<file path="src/hdl/dss_pkg.sv">
// shared types, command and status codes for the dual stack block
package dss_pkg;

    localparam int CNT_W    = 11;
    localparam int CMD_W    = 3;
    localparam int WORD_W   = 32;
    localparam int STATUS_W = 2;

    localparam int DEF_MAX_ENTRIES = 1024;
    localparam int DEF_DATA_BITS   = 32;

    localparam logic [CNT_W-1:0] CAP_RESET = 11'd1024;

    // command codes
    localparam logic [CMD_W-1:0] CMD_PUSH_LOW   = 3'd0;
    localparam logic [CMD_W-1:0] CMD_PUSH_HIGH  = 3'd1;
    localparam logic [CMD_W-1:0] CMD_POP_LOW    = 3'd2;
    localparam logic [CMD_W-1:0] CMD_POP_HIGH   = 3'd3;
    localparam logic [CMD_W-1:0] CMD_CLEAR_LOW  = 3'd4;
    localparam logic [CMD_W-1:0] CMD_CLEAR_HIGH = 3'd5;
    localparam logic [CMD_W-1:0] CMD_CLEAR_BOTH = 3'd6;
    localparam logic [CMD_W-1:0] CMD_QUERY      = 3'd7;

    // status codes
    localparam logic [STATUS_W-1:0] STAT_DONE  = 2'd0;
    localparam logic [STATUS_W-1:0] STAT_FULL  = 2'd1;
    localparam logic [STATUS_W-1:0] STAT_EMPTY = 2'd2;

    typedef struct packed {
        logic [CMD_W-1:0]  cmd;
        logic [WORD_W-1:0] push_data;
    } request_t;

    typedef struct packed {
        logic [STATUS_W-1:0] status;
        logic [WORD_W-1:0]   low_top;
        logic                low_top_valid;
        logic [WORD_W-1:0]   high_top;
        logic                high_top_valid;
        logic [CNT_W-1:0]    low_count;
        logic [CNT_W-1:0]    high_count;
        logic [CNT_W-1:0]    total_count;
        logic                is_full;
        logic                is_empty;
    } result_t;

    // controller to datapath commands
    typedef struct packed {
        logic capture;
        logic execute;
        logic fetch;
    } ctrl_t;

endpackage

</file>
<file path="src/hdl/dss_ctrl.sv">
// command sequencer: capture, execute, fetch tops, respond
module dss_ctrl (
    input  logic          clk,
    input  logic          rst_n,
    input  logic          start,
    output logic          busy,
    output logic          done,
    output dss_pkg::ctrl_t ctl
);

    localparam logic [1:0] ST_IDLE = 2'd0;
    localparam logic [1:0] ST_EXEC = 2'd1;
    localparam logic [1:0] ST_READ = 2'd2;
    localparam logic [1:0] ST_RESP = 2'd3;

    logic [1:0] state_reg;
    logic [1:0] state_next;
    logic       accept;

    assign busy   = (state_reg == ST_EXEC) || (state_reg == ST_READ);
    assign accept = start && !busy;
    assign done   = (state_reg == ST_RESP);

    assign ctl.capture = accept;
    assign ctl.execute = (state_reg == ST_EXEC);
    assign ctl.fetch   = (state_reg == ST_READ);

    always_comb
    begin
        case (state_reg)
            ST_IDLE: state_next = accept ? ST_EXEC : ST_IDLE;
            ST_EXEC: state_next = ST_READ;
            ST_READ: state_next = ST_RESP;
            ST_RESP: state_next = accept ? ST_EXEC : ST_IDLE;
            default: state_next = ST_IDLE;
        endcase
    end

    always_ff @(posedge clk or negedge rst_n)
    begin
        if (!rst_n)
        begin
            state_reg <= ST_IDLE;
        end
        else
        begin
            state_reg <= state_next;
        end
    end

`ifndef SYNTHESIS
    a_accept_exec: assert property (@(posedge clk) disable iff (!rst_n)
        accept |=> ctl.execute)
        else $error("accepted command did not execute");

    a_exec_fetch: assert property (@(posedge clk) disable iff (!rst_n)
        ctl.execute |=> ctl.fetch)
        else $error("execute not followed by fetch");

    a_done_after_fetch: assert property (@(posedge clk) disable iff (!rst_n)
        done |-> $past(ctl.fetch))
        else $error("result strobe without fetch");
`endif

endmodule

</file>
<file path="config.mk">
export PLATFORM = sky130hd
export DESIGN_NAME = dss_ctrl
export DESIGN_NICKNAME = d
export VERILOG_FILES = /design/src/hdl/dss_pkg.sv /design/src/hdl/dss_ctrl.sv
export SDC_FILE = /design/constraint.sdc
export NUM_CORES = 1
export LEC_CHECK = 0
export BUFFER_PORTS_ARGS = -buffer_cell sky130_fd_sc_hd__buf_2
export CORE_AREA = 2 2 39 41
export CTS_BUF_LIST = sky130_fd_sc_hd__clkbuf_8
export CTS_CLUSTER_SIZE = 30
export DETAILED_ROUTE_END_ITERATION = 7
export DIE_AREA = 0 0 41 43
export PLACE_DENSITY_LB_ADDON = 0.08
export SYNTH_ARGS = -nofsm -noshare
export SYNTH_HDL_FRONTEND = slang
export SYNTH_SLANG_ARGS = --single-unit
</file>
<file path="constraint.sdc">
create_clock -name clk -period 1.75 [get_ports clk]
set_clock_uncertainty 0.1 [all_clocks]
set_input_delay 0.2625 -clock clk [delete_from_list [all_inputs] [get_ports clk]]
set_output_delay 0.2625 -clock clk [all_outputs]
set_load 0.05 [all_outputs]
</file>
* After elaboration in Yosys (flattened, before gate mapping)
Index checks and enable logic that the tools add are counted.
** Storage, ports and cells
- Bits in registers :: 2
- Input bits :: 3
- Output and inout bits :: 5
- Word-level logic and storage cells :: 11
** Cells by class
- Equal/unequal tests :: 3
- Muxes and demuxes :: 2
- Reduce and logical (&&, ||, !) cells :: 5
** Operators with widths (count)
- $pmux W2 S3 :: 1
- $eq A2 B2 Y1 const B :: 2
- $eq A2 B1 Y1 const B :: 1
- $logic_not A2 Y1 :: 1
- $reduce_or A2 Y1 :: 1
- $logic_and A1 B1 Y1 :: 1
- $logic_not A1 Y1 :: 1
- $logic_or A1 B1 Y1 :: 1
- $mux W1 :: 1

* Logic depth before layout (Yosys ltp)
- Depth after elaboration :: 6
- Mapped depth :: 4
- Depth with buffers taken out :: 4

* Worst setup path after synthesis
Ideal clock, no wire load.
- Path type :: register -> output
- Start point :: reg state_reg[0]
- End point :: out ctl[2] (netlist bit)
- Data arrival time :: 1082 ps
- Required time :: 1387 ps
- Setup slack :: 305 ps
- Cell stages (with the launch flop) :: 5
- Path buffers :: 1
- Cells stage by stage :: dfrtp_1 -> inv_1 -> ha_1 -> and2_2 -> buf_4
** Between the ends
- Cells in the longest elaborated chain, start to end :: 4
- Elaborated cells between the ends (all ways) :: 5
- Those cells by class :: eq/ne (2); reduce/logical (3)
** Ends and longest elaborated chain
- start: declaration :: RTL line dss_ctrl.sv:16 : logic [1:0] state_reg;
- start signal: assignment :: RTL line dss_ctrl.sv:47 : state_reg <= state_next;
- $eq A2 B1 Y1 or $eq A2 B2 Y1 (tied branches) :: RTL line dss_ctrl.sv:20 : assign busy = (state_reg == ST_EXEC) || (state_reg == ST_READ);
- $logic_or A1 B1 Y1 (*) :: RTL line dss_ctrl.sv:20
- $logic_not A1 Y1 (*) :: RTL line dss_ctrl.sv:21 : assign accept = start && !busy;
- $logic_and A1 B1 Y1 (*) :: RTL line dss_ctrl.sv:21
- end: declaration :: RTL line dss_ctrl.sv:8 : output dss_pkg::ctrl_t ctl
Every way passes the cells marked *; elsewhere a longest branch is shown, timed or not.

==> results.py <==
metrics = {
    "status": {
        "status": "finished, final reports clean",
    },
    "hold_path": {
        "hold_class": "in2reg",
    },
    "run": {
        "maxCapViolations": 0,
    },
    "route": {
        "first_pass_iters": 1,
        "drc_errors": 0,
        "route.vias.total": 119,
        "wire_per_inst_um": 7.03,
        "wl_met2_um": 145,
        "viasPerCell": 2.98,
        "wl_met1_um": 102,
        "first_iter_violations": 0,
        "ant_nets": 0,
        "dr.max_layer_used": "met3",
        "wl_met3_um": 32,
        "routed_wl_um": 281,
    },
    "setup_path": {
        "crit_path_start_kind": "register",
        "end_kind": "primary output",
        "crit_fanout": 3,
        "cp.required_ps": 1390,
        "critical_path_class": "reg2out",
        "worstPathArrival_ps": 1290,
    },
    "logic_synthesis": {
        "ys_ff_latch": 2,
        "synth_area_um2": 135,
        "synthMuxAreaShare_pct": 0,
        "syn_area_per_cell_um2": 10.4,
        "yosysSeqAreaShare_pct": 37.0,
        "synth_compound_area_share_pct": 3.70,
        "ys_warn_count": 0,
        "syn_inst": 13,
        "synth_xor_area_share_pct": 0,
        "synth_top_family_by_area": "adder cells",
        "synth_nets": 20,
        "synth-simple-area-share_pct": 8.33,
        "synth.distinct_cells": 7,
        "synthAdderAreaFrac_pct": 37.0,
    },
    "floorplanning": {
        "die_w_um": 41,
        "io_pins": 8,
        "die_y_um": 43,
        "start_util_pct": 9.76,
        "core_area_um2": 1380,
        "core.rowCount": 14,
        "die_area_um2": 1760,
    },
    "clocking": {
        "htree_levels": 1,
        "path_clk_slew_ps": 30,
        "clk_path_buf_depth": 2,
        "cts_tree": "yes",
        "root_buffer": "clkbuf_8",
        "cts_made_buffers": 3,
        "cts.sinks": 2,
        "clk-insertion-delay-late_ps": 210,
    },
    "sta": {
        "fin_tns_setup_ps": 0,
        "finalMaxSlewViolations": 0,
        "worst_pin_slew_ps": 252,
        "post-route-period-util_pct": 94.4,
        "fmax_ghz": 0.605,
        "hold_viol_final": 0,
        "slew_headroom_pct": 83.3,
        "grt_setup_unrepaired": "no",
        "setup_viol": 0,
        "fin_crit_ps": 1650,
    },
    "cells_and_area": {
        "synthToLayoutAreaGrowth_pct": 80.6,
        "design_area_um2": 244,
        "drive_above_1_share_pct": 50.0,
        "largest_reg_flops": 2,
        "antenna_cells": 0,
        "num-nets-final": 33,
    },
    "global_route": {
        "grt_pass1_vias": 130,
        "grt_usage_pct": 4.52,
        "antenna_found_initial": 0,
        "grt_overflow": 0,
        "grt_max_degree": 4,
        "grt_pass1_wl_um": 448,
    },
    "place": {
        "place_area_um2": 183,
        "port-buffer-count": 7,
        "place_congestion": 0.551,
    },
}
## area by class of cell
cell class	count	area [um^2]
fillers	162	1140
multi-input cells	7	66.3
inverters	3	11.3
well taps	16	20.0
clock buffers	3	41.3
repair buffers	9	55.1
flip-flops and latches	2	50.0
## critical path: stages, from the launching register on
cell     delay (ps)
dfrtp_1         390
ha_1            310
and2_2          200
buf_4           180
## cell usage in the layout (no fill, tap or decap)
cell,netlist,layout
and2_2,1,1
clkbuf_8,0,3
buf_4,1,2
buf_2,0,6
inv_1,3,3
dlygate4sd3_1,0,1
nor2_1,1,1
dfrtp_1,2,2
ha_1,4,4
a21oi_1,1,1
## cells in the mapped netlist
cell / count / area, um^2
dfrtp_1: 2 / 50.1
and2_2: 1 / 7.51
ha_1: 4 / 50.1
nor2_1: 1 / 3.75
a21oi_1: 1 / 5.00
inv_1: 3 / 11.3
buf_4: 1 / 7.51
## what timing repair did
action,4_1_cts,5_1_grt
resized for setup,0,2
hold buffers,1,0
setup buffers,1,0
hold endpoints to repair,2,0
endpoints found under the setup margin,1,1
## per-layer routing
metal,up-vias,GRT usage (%)
met3,0,3.14
met1,55,3.54
met5,-,0
li1,59,-
met2,5,5.94
met4,0,6.00
## kinds of logic (layout without fill, tap and decap cells)
family / after synthesis / in the layout
fa+ha+maj: 4 / 4
compound gates: 1 / 1
buf+inv: 4 / 15
simple gates: 2 / 2
flops: 2 / 2
## worst paths after layout
path,start,to,slack [ps],cells after the start
max,state_reg[1],ctl[2],100,3
min,start,state_reg[0],230,3
max reg2reg,state_reg[1],state_reg[0],620,3
min reg2reg,state_reg[1],state_reg[1],540,2
max in group asynchronous,rst_n,state_reg[1],1190,2
min in group asynchronous,rst_n,state_reg[0],270,2
## stage by stage
step / utilization (%) / hold WS (ps) / worst slack (ps) / cells
after floorplan: - / -133 / 305 / 13
after global placement: 13.2 / -51.4 / 230 / 35
after detailed placement: 13.2 / -50.0 / 217 / 35
after CTS: 17.5 / 238 / 61.2 / 40
after global routing: 17.6 / 254 / 19.6 / 40
final: 17.6 / 226 / 98.2 / 40
Power is left out: the tool's default activity adds up to more than one toggle a clock period on the data nets, which glitch-free logic cannot reach.
